### src/hdl/cir_pkg.sv
`timescale 1ns / 1ps
// ----------------------------------------------------------------------------
// cir_pkg
// shared types, codes and constants of the chunked image receiver
// ----------------------------------------------------------------------------
package cir_pkg;

  localparam int unsigned IMAGE_BYTES_DEF = 65536;

  localparam logic [31:0] CRC_POLY = 32'hEDB8_8320;

  // configuration register indexes
  localparam int CFG_IDX_W = 2;
  localparam logic [CFG_IDX_W-1:0] CFG_INIT_OPCODE = 2'd0;
  localparam logic [CFG_IDX_W-1:0] CFG_DATA_OPCODE = 2'd1;
  localparam logic [CFG_IDX_W-1:0] CFG_END_OPCODE  = 2'd2;

  localparam logic [7:0] INIT_OPCODE_RST = 8'd1;
  localparam logic [7:0] DATA_OPCODE_RST = 8'd2;
  localparam logic [7:0] END_OPCODE_RST  = 8'd3;

  // result beat layout
  localparam int OUT_DATA_W = 96;

  typedef enum logic [1:0] {
    MODE_IDLE,
    MODE_RX,
    MODE_COMPLETE,
    MODE_ERROR
  } mode_t;

  typedef enum logic [1:0] {
    REPLY_NONE,
    REPLY_ACK,
    REPLY_ERROR
  } reply_t;

  typedef enum logic {
    KIND_WRITE,
    KIND_VERDICT
  } kind_t;

  typedef struct packed {
    logic [7:0] init_opcode;
    logic [7:0] data_opcode;
    logic [7:0] end_opcode;
  } cfg_t;

  typedef struct packed {
    kind_t       result_kind;
    logic [15:0] store_address;
    logic [7:0]  store_byte;
    reply_t      reply;
    logic [15:0] reply_index;
    mode_t       packet_status;
    logic [16:0] image_size;
    logic [31:0] total_crc;
    mode_t       parser_mode;
  } result_t;

endpackage

### src/hdl/cir_crc.sv
`timescale 1ns / 1ps
// ----------------------------------------------------------------------------
// cir_crc
// one byte of reflected crc-32 update, lsb first
// ----------------------------------------------------------------------------
module cir_crc (
  input  logic [31:0] crc_in,
  input  logic [7:0]  data,
  output logic [31:0] crc_out
);

  logic [31:0] c;

  always_comb begin
    c = crc_in ^ {24'd0, data};
    for (int i = 0; i < 8; i++) begin
      c = c[0] ? ((c >> 1) ^ cir_pkg::CRC_POLY) : (c >> 1);
    end
    crc_out = c;
  end

endmodule

### src/hdl/cir_core.sv
`timescale 1ns / 1ps
// ----------------------------------------------------------------------------
// cir_core
// packet parser state, chunk check and commit, and the result register
// ----------------------------------------------------------------------------
module cir_core #(
  parameter int unsigned IMAGE_BYTES = cir_pkg::IMAGE_BYTES_DEF
) (
  input  logic              clk,
  input  logic              rst,
  input  cir_pkg::cfg_t     cfg,
  input  logic              in_valid,
  input  logic [7:0]        in_byte,
  input  logic              in_last,
  output logic              take,
  output logic              res_valid,
  input  logic              res_ready,
  output cir_pkg::result_t  res
);

  localparam int OFS_W = $clog2(IMAGE_BYTES + 1);
  localparam logic [OFS_W:0] LIMIT = (OFS_W + 1)'(IMAGE_BYTES);

  // persistent state
  cir_pkg::mode_t   mode, mode_next;
  logic [OFS_W-1:0] write_offset, write_offset_next;
  logic [OFS_W-1:0] committed_size, committed_size_next;
  logic [31:0]      expected_crc, expected_crc_next;

  // per-packet state
  logic [8:0]  byte_position, byte_position_next;
  logic [7:0]  command_byte, command_byte_next;
  logic [15:0] chunk_index, chunk_index_next;
  logic [7:0]  chunk_length, chunk_length_next;
  logic [31:0] running_crc, running_crc_next;
  logic [31:0] trailer_crc, trailer_crc_next;
  logic [31:0] init_crc_field, init_crc_field_next;

  logic [31:0]       crc_step;
  logic [8:0]        data_rel;
  logic [8:0]        trail_rel;
  logic              in_data;
  logic              in_trailer;
  logic [OFS_W:0]    addr;
  logic [OFS_W:0]    sum_len;
  logic [OFS_W+16:0] addr_wide;
  logic [OFS_W+16:0] size_wide;
  logic [9:0]        total;
  logic [9:0]        need_len;
  logic              short_pkt;
  logic              crc_ok;
  logic              write_hit;
  logic              produce;
  cir_pkg::reply_t   reply;
  cir_pkg::mode_t    status;
  cir_pkg::result_t  res_next;

  cir_crc u_crc (
    .crc_in  (running_crc),
    .data    (in_byte),
    .crc_out (crc_step)
  );

  always_comb begin
    mode_next           = mode;
    write_offset_next   = write_offset;
    committed_size_next = committed_size;
    expected_crc_next   = expected_crc;
    command_byte_next   = command_byte;
    chunk_index_next    = chunk_index;
    chunk_length_next   = chunk_length;
    init_crc_field_next = init_crc_field;
    trailer_crc_next    = trailer_crc;
    reply               = cir_pkg::REPLY_NONE;
    status              = cir_pkg::MODE_ERROR;

    data_rel   = byte_position - 9'd4;
    trail_rel  = data_rel - {1'b0, chunk_length};
    in_data    = (byte_position >= 9'd4) && (data_rel < {1'b0, chunk_length});
    in_trailer = (byte_position >= 9'd4) && !in_data && (trail_rel < 9'd4);

    // header bytes
    case (byte_position)
      9'd0: command_byte_next = in_byte;
      9'd1: chunk_index_next[7:0] = in_byte;
      9'd2: chunk_index_next[15:8] = in_byte;
      9'd3: chunk_length_next = in_byte;
      default: ;
    endcase

    if (in_data && (data_rel < 9'd4)) begin
      init_crc_field_next = init_crc_field | ({24'd0, in_byte} << {data_rel[1:0], 3'b000});
    end
    if (in_trailer) begin
      trailer_crc_next = trailer_crc | ({24'd0, in_byte} << {trail_rel[1:0], 3'b000});
    end
    running_crc_next = in_data ? crc_step : running_crc;

    addr      = {1'b0, write_offset} + (OFS_W + 1)'(data_rel[7:0]);
    write_hit = in_data && !in_last && (mode == cir_pkg::MODE_RX)
                && (command_byte == cfg.data_opcode) && (addr < LIMIT);

    if (byte_position != 9'd511) begin
      byte_position_next = byte_position + 9'd1;
    end else begin
      byte_position_next = byte_position;
    end

    // verdict on the final byte
    total     = {1'b0, byte_position} + 10'd1;
    need_len  = 10'd8 + {2'd0, chunk_length_next};
    short_pkt = (total < 10'd8) || (total < need_len);
    crc_ok    = (~running_crc_next) == trailer_crc_next;
    sum_len   = {1'b0, write_offset} + (OFS_W + 1)'(chunk_length_next);

    if (in_last) begin
      if (short_pkt) begin
        status = cir_pkg::MODE_ERROR;
      end else if (command_byte_next == cfg.init_opcode) begin
        if (chunk_length_next >= 8'd4) begin
          expected_crc_next = init_crc_field_next;
        end
        write_offset_next   = '0;
        committed_size_next = '0;
        mode_next           = cir_pkg::MODE_RX;
        reply               = cir_pkg::REPLY_ACK;
        status              = cir_pkg::MODE_RX;
      end else if (command_byte_next == cfg.data_opcode) begin
        if (mode != cir_pkg::MODE_RX) begin
          status = cir_pkg::MODE_ERROR;
        end else if (!crc_ok) begin
          reply  = cir_pkg::REPLY_ERROR;
          status = cir_pkg::MODE_ERROR;
        end else if (sum_len <= LIMIT) begin
          write_offset_next = sum_len[OFS_W-1:0];
          reply             = cir_pkg::REPLY_ACK;
          status            = mode;
        end else begin
          mode_next = cir_pkg::MODE_ERROR;
          status    = cir_pkg::MODE_ERROR;
        end
      end else if (command_byte_next == cfg.end_opcode) begin
        committed_size_next = write_offset;
        mode_next           = cir_pkg::MODE_COMPLETE;
        status              = cir_pkg::MODE_COMPLETE;
      end

      // packet state back to its idle values
      byte_position_next  = '0;
      command_byte_next   = '0;
      chunk_index_next    = '0;
      chunk_length_next   = '0;
      running_crc_next    = '1;
      trailer_crc_next    = '0;
      init_crc_field_next = '0;
    end

    addr_wide = {16'd0, addr};
    size_wide = {17'd0, committed_size_next};

    res_next.image_size  = size_wide[16:0];
    res_next.total_crc   = expected_crc_next;
    res_next.parser_mode = mode_next;
    if (in_last) begin
      res_next.result_kind   = cir_pkg::KIND_VERDICT;
      res_next.store_address = '0;
      res_next.store_byte    = '0;
      res_next.reply         = reply;
      res_next.reply_index   = (reply != cir_pkg::REPLY_NONE) ? chunk_index : '0;
      res_next.packet_status = status;
    end else begin
      res_next.result_kind   = cir_pkg::KIND_WRITE;
      res_next.store_address = addr_wide[15:0];
      res_next.store_byte    = in_byte;
      res_next.reply         = cir_pkg::REPLY_NONE;
      res_next.reply_index   = '0;
      res_next.packet_status = cir_pkg::MODE_IDLE;
    end

    produce = in_last || write_hit;
    take    = in_valid && (!produce || !res_valid || res_ready);
  end

  always_ff @(posedge clk) begin
    if (rst) begin
      mode           <= cir_pkg::MODE_IDLE;
      write_offset   <= '0;
      committed_size <= '0;
      expected_crc   <= '0;
      byte_position  <= '0;
      command_byte   <= '0;
      chunk_index    <= '0;
      chunk_length   <= '0;
      running_crc    <= '1;
      trailer_crc    <= '0;
      init_crc_field <= '0;
      res_valid      <= 1'b0;
    end else begin
      if (take) begin
        mode           <= mode_next;
        write_offset   <= write_offset_next;
        committed_size <= committed_size_next;
        expected_crc   <= expected_crc_next;
        byte_position  <= byte_position_next;
        command_byte   <= command_byte_next;
        chunk_index    <= chunk_index_next;
        chunk_length   <= chunk_length_next;
        running_crc    <= running_crc_next;
        trailer_crc    <= trailer_crc_next;
        init_crc_field <= init_crc_field_next;
      end
      if (take && produce) begin
        res_valid <= 1'b1;
      end else if (res_ready) begin
        res_valid <= 1'b0;
      end
    end
  end

  always_ff @(posedge clk) begin
    if (take && produce) begin
      res <= res_next;
    end
  end

endmodule

### src/hdl/chunked_image_receiver.sv
`timescale 1ns / 1ps
// ----------------------------------------------------------------------------
// chunked_image_receiver
// byte-serial receiver for a chunked image upload with crc-checked commits
// ----------------------------------------------------------------------------
// Packet bytes enter one beat per clock on the slave stream, tlast on the
// final byte. A packet is a command byte, a little-endian 16-bit index, a
// length L, L data bytes and a little-endian crc-32 of the data. Every data
// byte of a chunk that may land in the image store leaves at once as a
// tentative write beat (tuser 0); the final byte of each packet yields one
// verdict beat (tuser 1) carrying the reply, status and the committed state.
// Throughput is one byte per clock while the result side keeps up; an input
// beat passes the input register and then the result register on its way to
// a result beat. The rate is set by the per-byte loop through the parser
// state, a combinational byte-wide crc-32 update plus the header, trailer and
// commit compares. While a result beat waits, bytes that yield no result still
// pass through; the first byte that needs a result slot holds in the input
// register and the slave side stalls until the waiting beat is taken.
// Opcodes are written through the cfg port, which is always ready, and
// should only be changed while no packet is in flight.
module chunked_image_receiver #(
  parameter int unsigned IMAGE_BYTES = cir_pkg::IMAGE_BYTES_DEF
) (
  input  logic                            clk,
  input  logic                            rst,
  // packet byte stream
  input  logic                            s_axis_tvalid,
  output logic                            s_axis_tready,
  input  logic [7:0]                      s_axis_tdata,  // packet_byte
  input  logic                            s_axis_tlast,  // packet_end
  // result stream
  output logic                            m_axis_tvalid,
  input  logic                            m_axis_tready,
  // store_address[15:0], store_byte[23:16], reply[25:24], reply_index[41:26],
  // packet_status[43:42], image_size[60:44], total_crc[92:61],
  // parser_mode[94:93], zero pad[95]
  output logic [cir_pkg::OUT_DATA_W-1:0]  m_axis_tdata,
  output logic                            m_axis_tuser,  // result_kind
  // configuration writes
  input  logic                            cfg_valid,
  output logic                            cfg_ready,
  input  logic [cir_pkg::CFG_IDX_W-1:0]   cfg_index,
  input  logic [7:0]                      cfg_data
);

  cir_pkg::cfg_t    cfg;
  cir_pkg::result_t res;

  // input register
  logic       in_valid;
  logic [7:0] in_byte;
  logic       in_last;
  logic       take;

  // opcode registers
  assign cfg_ready = 1'b1;

  always_ff @(posedge clk) begin
    if (rst) begin
      cfg.init_opcode <= cir_pkg::INIT_OPCODE_RST;
      cfg.data_opcode <= cir_pkg::DATA_OPCODE_RST;
      cfg.end_opcode  <= cir_pkg::END_OPCODE_RST;
    end else if (cfg_valid && cfg_ready) begin
      case (cfg_index)
        cir_pkg::CFG_INIT_OPCODE: cfg.init_opcode <= cfg_data;
        cir_pkg::CFG_DATA_OPCODE: cfg.data_opcode <= cfg_data;
        cir_pkg::CFG_END_OPCODE:  cfg.end_opcode  <= cfg_data;
        default: ;  // writes beyond the register list are dropped
      endcase
    end
  end

  // the slot frees when the core consumes it, so a beat can land every clock
  assign s_axis_tready = !in_valid || take;

  always_ff @(posedge clk) begin
    if (rst) begin
      in_valid <= 1'b0;
    end else if (s_axis_tready) begin
      in_valid <= s_axis_tvalid;
    end
  end

  always_ff @(posedge clk) begin
    if (s_axis_tvalid && s_axis_tready) begin
      in_byte <= s_axis_tdata;
      in_last <= s_axis_tlast;
    end
  end

  cir_core #(
    .IMAGE_BYTES (IMAGE_BYTES)
  ) u_core (
    .clk       (clk),
    .rst       (rst),
    .cfg       (cfg),
    .in_valid  (in_valid),
    .in_byte   (in_byte),
    .in_last   (in_last),
    .take      (take),
    .res_valid (m_axis_tvalid),
    .res_ready (m_axis_tready),
    .res       (res)
  );

  // pack the result beat, first field lowest
  assign m_axis_tuser = res.result_kind;
  assign m_axis_tdata = {1'b0,
                         res.parser_mode,
                         res.total_crc,
                         res.image_size,
                         res.packet_status,
                         res.reply_index,
                         res.reply,
                         res.store_byte,
                         res.store_address};

endmodule

### config.mk
export PLATFORM = sky130hd
export DESIGN_NAME = chunked_image_receiver
export DESIGN_NICKNAME = d
export VERILOG_FILES = /design/src/hdl/cir_pkg.sv /design/src/hdl/cir_crc.sv /design/src/hdl/cir_core.sv /design/src/hdl/chunked_image_receiver.sv
export SDC_FILE = /design/constraint.sdc
export NUM_CORES = 1
export LEC_CHECK = 0
export ABC_AREA = 1
export BUFFER_PORTS_ARGS = -buffer_cell sky130_fd_sc_hd__clkbuf_2
export CAP_MARGIN = 40
export CELL_PAD_IN_SITES_DETAIL_PLACEMENT = 1
export CELL_PAD_IN_SITES_GLOBAL_PLACEMENT = 2
export CORE_MARGIN = 2
export CORE_UTILIZATION = 30
export DETAILED_ROUTE_END_ITERATION = 12
export HOLD_SLACK_MARGIN = 0.06
export PLACE_DENSITY_LB_ADDON = 0.1
export SYNTH_ARGS = -nofsm -noshare
export SYNTH_HDL_FRONTEND = slang
export SYNTH_SLANG_ARGS = --single-unit
export TNS_END_PERCENT = 1
### constraint.sdc
create_clock -name clk -period 5.95 [get_ports clk]
set_input_delay 1.19 -clock clk [delete_from_list [all_inputs] [get_ports clk]]
set_output_delay 1.19 -clock clk [all_outputs]
set_load 0.05 [all_outputs]
* Yosys cells after proc, flatten, opt, wreduce, memory -nomap -nowiden
Cells that the tools add are included.
Word-level totals: bits in registers 336, input bits 24, output and inout port bits 100, logic and storage cells 174
Cells by class: add/subtract/negate cells 7, magnitude comparators 9, equality and inequality tests 14, shifts and indexed selects 2, multiplexer cells 62, bitwise logic cells 13, reductions and logical operators 39
Operator list (count):
- $mux W32 | 18
- $mux W17 | 10
- $not A13 Y14 | 8
- $or A32 B32 Y32 | 2
- $shl A8 B5 Y32 | 2
- $mux W8 | 6
- $mux W45 | 1
- $mux W2 | 19
- $add A17 B8 Y18 | 2
- $eq A32 B32 Y1 | 1
- $eq A8 B8 Y1 | 4
- $mux W16 | 2
- $not A32 Y32 | 1
- $xor A32 B8 Y32 | 1
- $eq A9 B2 Y1 const B | 2
- $le A18 B17 Y1 const B | 1
- $lt A18 B17 Y1 const B | 1
- $lt A9 B3 Y1 const B | 2
- $mux W9 | 2
- $reduce_bool A2 Y1 | 8
- $reduce_and A2 Y1 | 7
- $logic_and A1 B1 Y1 | 11
- $add A9 B1 Y10 const B | 1
- $lt A10 B10 Y1 | 1
- other kinds (20) | 33

* Logic depth before layout (Yosys ltp)
depth in word-level cells 29, depth in mapped cells 32, mapped depth without buffers 30

* By module
Synthesis repeated with hierarchy kept, for this count alone.
Unflattened totals: cell total of the unflattened synthesis 2596, area, all modules 18880.6 um^2
Modules (own cells, without submodules):
- cir_core | instances 1, cells an instance 2210, area an instance 16311.9 um^2, sequential area each 7006.7 um^2
- chunked_image_receiver | instances 1, cells an instance 169, area an instance 1357.6 um^2, sequential area each 770.7 um^2
- cir_crc | instances 1, cells an instance 217, area an instance 1211.2 um^2, sequential area each 0.0 um^2

* Worst setup path before layout
Ideal clock, no wire load.
path kind reg2reg, start reg u_core.byte_position[2], end reg, netlist name u_core.res[0], setup time 0.450 ns, arrival 4.628 ns, required time 5.500 ns, path slack 0.871 ns, cell stages (with the launch flop) 18, buffers on the path 1, clock period less this slack 5.079 ns, cell sequence dfxtp_1 -> inv_1 -> ha_1 -> xor2_1 -> ha_1 -> nand2_1 -> nor4_1 -> nor2_1 -> o21ai_0 -> a31oi_1 -> nand3_1 -> nand2_1 -> nand2_1 -> nand2_1 -> inv_1 -> clkbuf_1 -> nand2_1 -> inv_1
Between the ends: word-level cells in the longest chain between the ends 13, elaborated cells between the ends (all ways) 16, those cells by class add/sub (2); order compare (3); reduce/logical (11)
RTL lines:
- start, declared | RTL line cir_core.sv:31 | logic [8:0] byte_position, byte_position_next;
- start signal, assigned | RTL line cir_core.sv:204 | byte_position <= byte_position_next;
- branches (longest 6 deep; another with $add A17 B8 Y18)
- $logic_and A1 B1 Y1 (*) | RTL line cir_core.sv:101 | && (command_byte == cfg.data_opcode) && (addr < LIMIT);
- $logic_or A1 B1 Y1 (*) | RTL line cir_core.sv:180 | produce = in_last || write_hit;
- $logic_not A1 Y1 | RTL line cir_core.sv:181 | take = in_valid && (!produce || !res_valid || res_ready);
- $logic_or A1 B1 Y1 (2 in series) | RTL line cir_core.sv:181
- $logic_and A1 B1 Y1 | RTL line cir_core.sv:181
- $logic_and A1 B1 Y1 (*) | RTL line cir_core.sv:221 | if (take && produce) begin
Every way passes the cells marked *. A chain may end at the register's enable or synchronous reset.

* Final worst setup path
start reg u_core.byte_position[1], end out s_axis_tready
Between the ends: word-level cells in the longest chain between the ends 13, elaborated cells between the ends (all ways) 16, those cells by class add/sub (2); order compare (3); reduce/logical (11)
RTL lines:
- branches (longest 6 deep; another with $add A17 B8 Y18)
- $logic_and A1 B1 Y1 (*) | RTL line cir_core.sv:101
- $logic_or A1 B1 Y1 (*) | RTL line cir_core.sv:180
- $logic_not A1 Y1 (*) | RTL line cir_core.sv:181
- $logic_or A1 B1 Y1 (*) (2 in series) | RTL line cir_core.sv:181
- $logic_and A1 B1 Y1 (*) | RTL line cir_core.sv:181
- $logic_or A1 B1 Y1 (*) | RTL line chunked_image_receiver.sv:74 | assign s_axis_tready = !in_valid || take;
- end, declared | RTL line chunked_image_receiver.sv:28 | output logic s_axis_tready,
Marks and branches as above.

==> out/qor.yml <==
power_frac_seq_pct: 39.8
synth.area.top_cells: "dfxtp_1 24%, edfxtp_1 17%, nand2_1 15%, inv_1 7.0%, a21oi_1 5.0%"
route.detailed.vias_per_inst: 4.828
total_die_area_mm2: 0.06515
clk-insertion-delay-late_ns: 0.59
placement.setup.worst_slack_ns: 0.6004
fin_nets: 2824
htreeDepth: 2
synth_adder_area_share_pct: 3.092
grt.met3_usage_pct: 2.705
worst-slew-pin-transition_ns: 0.8566
min_period_over_period_pct: 92.10
grtUsageMet2_pct: 33.65
cts.reportedPaths.clkPinSlew_ns: 0.06
synth_edf_count: 105
die_width_um: 255.2
power.switching_fraction_pct: 28.53
drtPass1Iterations: 5
floorplan.initialDensity_pct: 30.19
syn-num-nets: 2726
crit_path_max_fanout: 16
synth-seq-area-share_pct: 41.07
cp_top_family: "simple AND/OR/NAND/NOR gates"
type_of_destination_of_the_critical_path: "output port"
die_h_um: 255.2
finalSetupViolCount: 0
timing.critical_path.slowest_cell_delay_ns: 0.64
grt_use_met1_pct: 29.07
setup-tns-final_ns: 0
cts_root_buffer: "clkbuf_16"
worst_slew_margin_relative_to_its_limit_pct: 42.45
clk_path_buf_depth: 3
globalplace.congestion: 0.8492
grt.total_usage_pct: 20.62
status: "finished, final reports clean"
synth_top_family_by_area: "simple AND/OR/NAND/NOR gates"
ios: 124
cts_inserted_buffers: 43
overflow: 0
timing.critical_path.arrival_ns: 4.29
cap_violations: 0
switching_power_mw: 1.790
critPathBufInv: 4
postSynth.asyncResetShare_pct: 0
synth_cell_types: 53
grt_pass1_vias: 17829
vias: 17560
critPathKind: "reg2out"
hpwl_um: 47410
netlist_area_mm2: 0.01894
seq_cells_post_synth: 336
timing.hold.worst.class: "reg2reg"
hold_ws_ns: 0.4510
critical_path_required_ns: 4.76
pin_count_of_the_biggest_net_entering_global_routing: 137
critical-path-slowest-cell: "fa_1"
mean_area_per_synthesized_cell_um2: 7.127
drt-total-wl_um: 67090
share_comb_of_total_power_pct: 13.5
tritoncts: "done"
synth_simple_gate_area_share_pct: 28.03
port_buffers: 121
placementRows: 92
power.density_mw_per_mm2: 284.0
finalClockSkew_ns: 0.02698
coreArea_mm2: 0.06274
leading_post_synthesis_cells_by_instance_count: "738 x nand2_1, 353 x inv_1, 231 x dfxtp_1"
finish.utilization_pct: 35.22
max-vdd-ir-drop_mv: 0.1515
drt_iter0_drc: 850
final-hold-violation-count: 0
grt-busiest-layer: "met2"
yosys-mux-area-fraction_pct: 0
antenna_found_initial: 0
synthCells: 2657
dp.cells: 3556
final_critical_path_setup_slack_ns: 0.4702
ys_dominant_reg_cell: "dfxtp_1"
internal_power_component_mw: 4.484
final_cells: 3637
leakage_power_figure_nw: 10.11
final_period_minus_worst_setup_slack_ns: 5.480
worst-r2r-setup-slack_ns: 0.62
yosysWarningCount: 0
cts.sinks: 336
n_fill_cell: 7789
grt_pass1_wl_um: 104000
antenna_left: 0
post-synth-top-area-fraction_pct: 24.42
yosys.cell_count.top_type: "nand2_1"
max_clock_freq_mhz: 182.5
clkPwrFrac_pct: 46.7
layout-drive-gt1-share_pct: 12.08
drv_slew: 0
worstSetupStartpointType: "flop"
synth-compound-area-share_pct: 13.92
post_synth_xor_area_fraction_pct: 3.515
cts-hold-fix-buffers: 0
syn2layout_area_growth_pct: 16.67
yosys.area.top_type: "dfxtp_1"
path_cells: "buf_4, inv_1, fa_1, nor4_1, nor2_1, o21ai_0, buf_4, nand2_1, a211oi_1, nand3_1, nand2_1, nand3_1, clkbuf_2"
rsz0062_at_grt: "no"
drc: 0
wl_per_cell_um: 18.45
==> area by class of cell <==
type	count	area [um2]	share of cell area, %
clock buffers	57	1179	5.335
diodes	1	2.502	0.01133
inverters	358	1350	6.111
well taps	846	1059	4.791
clock inverters	23	387.9	1.756
repair buffers	175	1119	5.063
multi-input cells	1841	9220	41.73
flip-flops and latches	336	7777	35.20
==> cells by family after synthesis <==
family | after synthesis
compound gates | 450
fa+ha+maj | 45
other cells | 2
simple gates | 1268
flops | 336
buf+inv | 480
xor+xnor | 76
==> per-layer routing <==
metal | vias to the layer above | share of wire, % | wire [um]
li1 | 8769 | - | -
met1 | 8486 | 49 | 33040
met2 | 238 | 46 | 30580
met3 | 67 | 3.6 | 2391
met4 | 0 | 1.6 | 1084
met5 | - | 0 | 0
==> cells in the final DEF, fill, tap and decap left out, types with 15 or more instances in the layout <==
master	count
o211ai_1	35
nor3_1	62
nand3_1	167
nor2_1	220
a21oi_2	18
inv_1	350
xnor2_1	18
o22ai_1	16
edfxtp_1	105
nand2_1	736
o21ai_2	30
a21oi_1	189
o21ai_0	107
dfxtp_1	231
ha_1	42
clkbuf_2	121
buf_4	46
o21ai_1	33
clkbuf_16	43
nor4_1	22
xor2_1	58
nand4_1	15
==> stage by stage <==
stage / power, mW / area, um2
after floorplan: 3.114 / 18940
after global placement: 3.380 / 20490
after detailed placement: 3.399 / 20520
after CTS: 6.375 / 22090
after global routing: 6.541 / 22090
final: 6.275 / 22090
==> worst reg2reg max path, cell delays in order (launching register included) <==
cell	delay, ns
dfxtp_1	0.37
inv_1	0.30
ha_1	0.23
nand2_1	0.09
nor2_4	0.24
nand2_2	0.26
o21ai_1	0.64
nand3_1	0.24
nand3b_1	0.24
ha_1	0.35
nand4_1	0.12
a21oi_1	0.15
nor2_1	0.05
o31ai_1	0.06
nand2_1	0.23
nor2_4	0.15
buf_4	0.28
nand2_4	0.12
a21oi_4	0.16
buf_12	0.29
nand2_1	0.31
o21ai_2	0.12
inv_1	0.07
==> sequential cells by signal (all words and copies together) (netlist names) <==
signal	count
in_byte	8
u_core.command_byte	8
u_core.chunk_length	8
u_core.byte_position	9
u_core.res	96
cfg	24
u_core.mode	2
in_last	1
u_core.trailer_crc	32
u_core.running_crc	32
u_core.committed_size	17
in_valid	1
u_core.res_valid	1
u_core.write_offset	17
u_core.init_crc_field	32
u_core.chunk_index	16
u_core.expected_crc	32
==> power groups by stage <==
stage	Combinational, mW	Clock [mW]	Sequential [mW]
after floorplan	0.510	0	2.60
after global placement	0.835	0	2.55
after detailed placement	0.852	0	2.55
after CTS	0.856	3.02	2.50
after global routing	0.937	3.10	2.51
final	0.844	2.93	2.50
==> worst paths after layout <==
check / from / end / cells after the start
setup reg to reg: u_core.byte_position[2] / u_core.res[16] / 22
hold reg to reg: u_core.init_crc_field[18] / u_core.init_crc_field[18] / 2
setup / recovery: u_core.byte_position[1] / s_axis_tready / 13
hold / removal: u_core.init_crc_field[18] / u_core.init_crc_field[18] / 2
==> repair_timing <==
action,in CTS,in global routing
setup endpoints to repair,0,10
gates resized for setup,0,1
setup buffers,0,0
(Power assumes the default switching activity.)
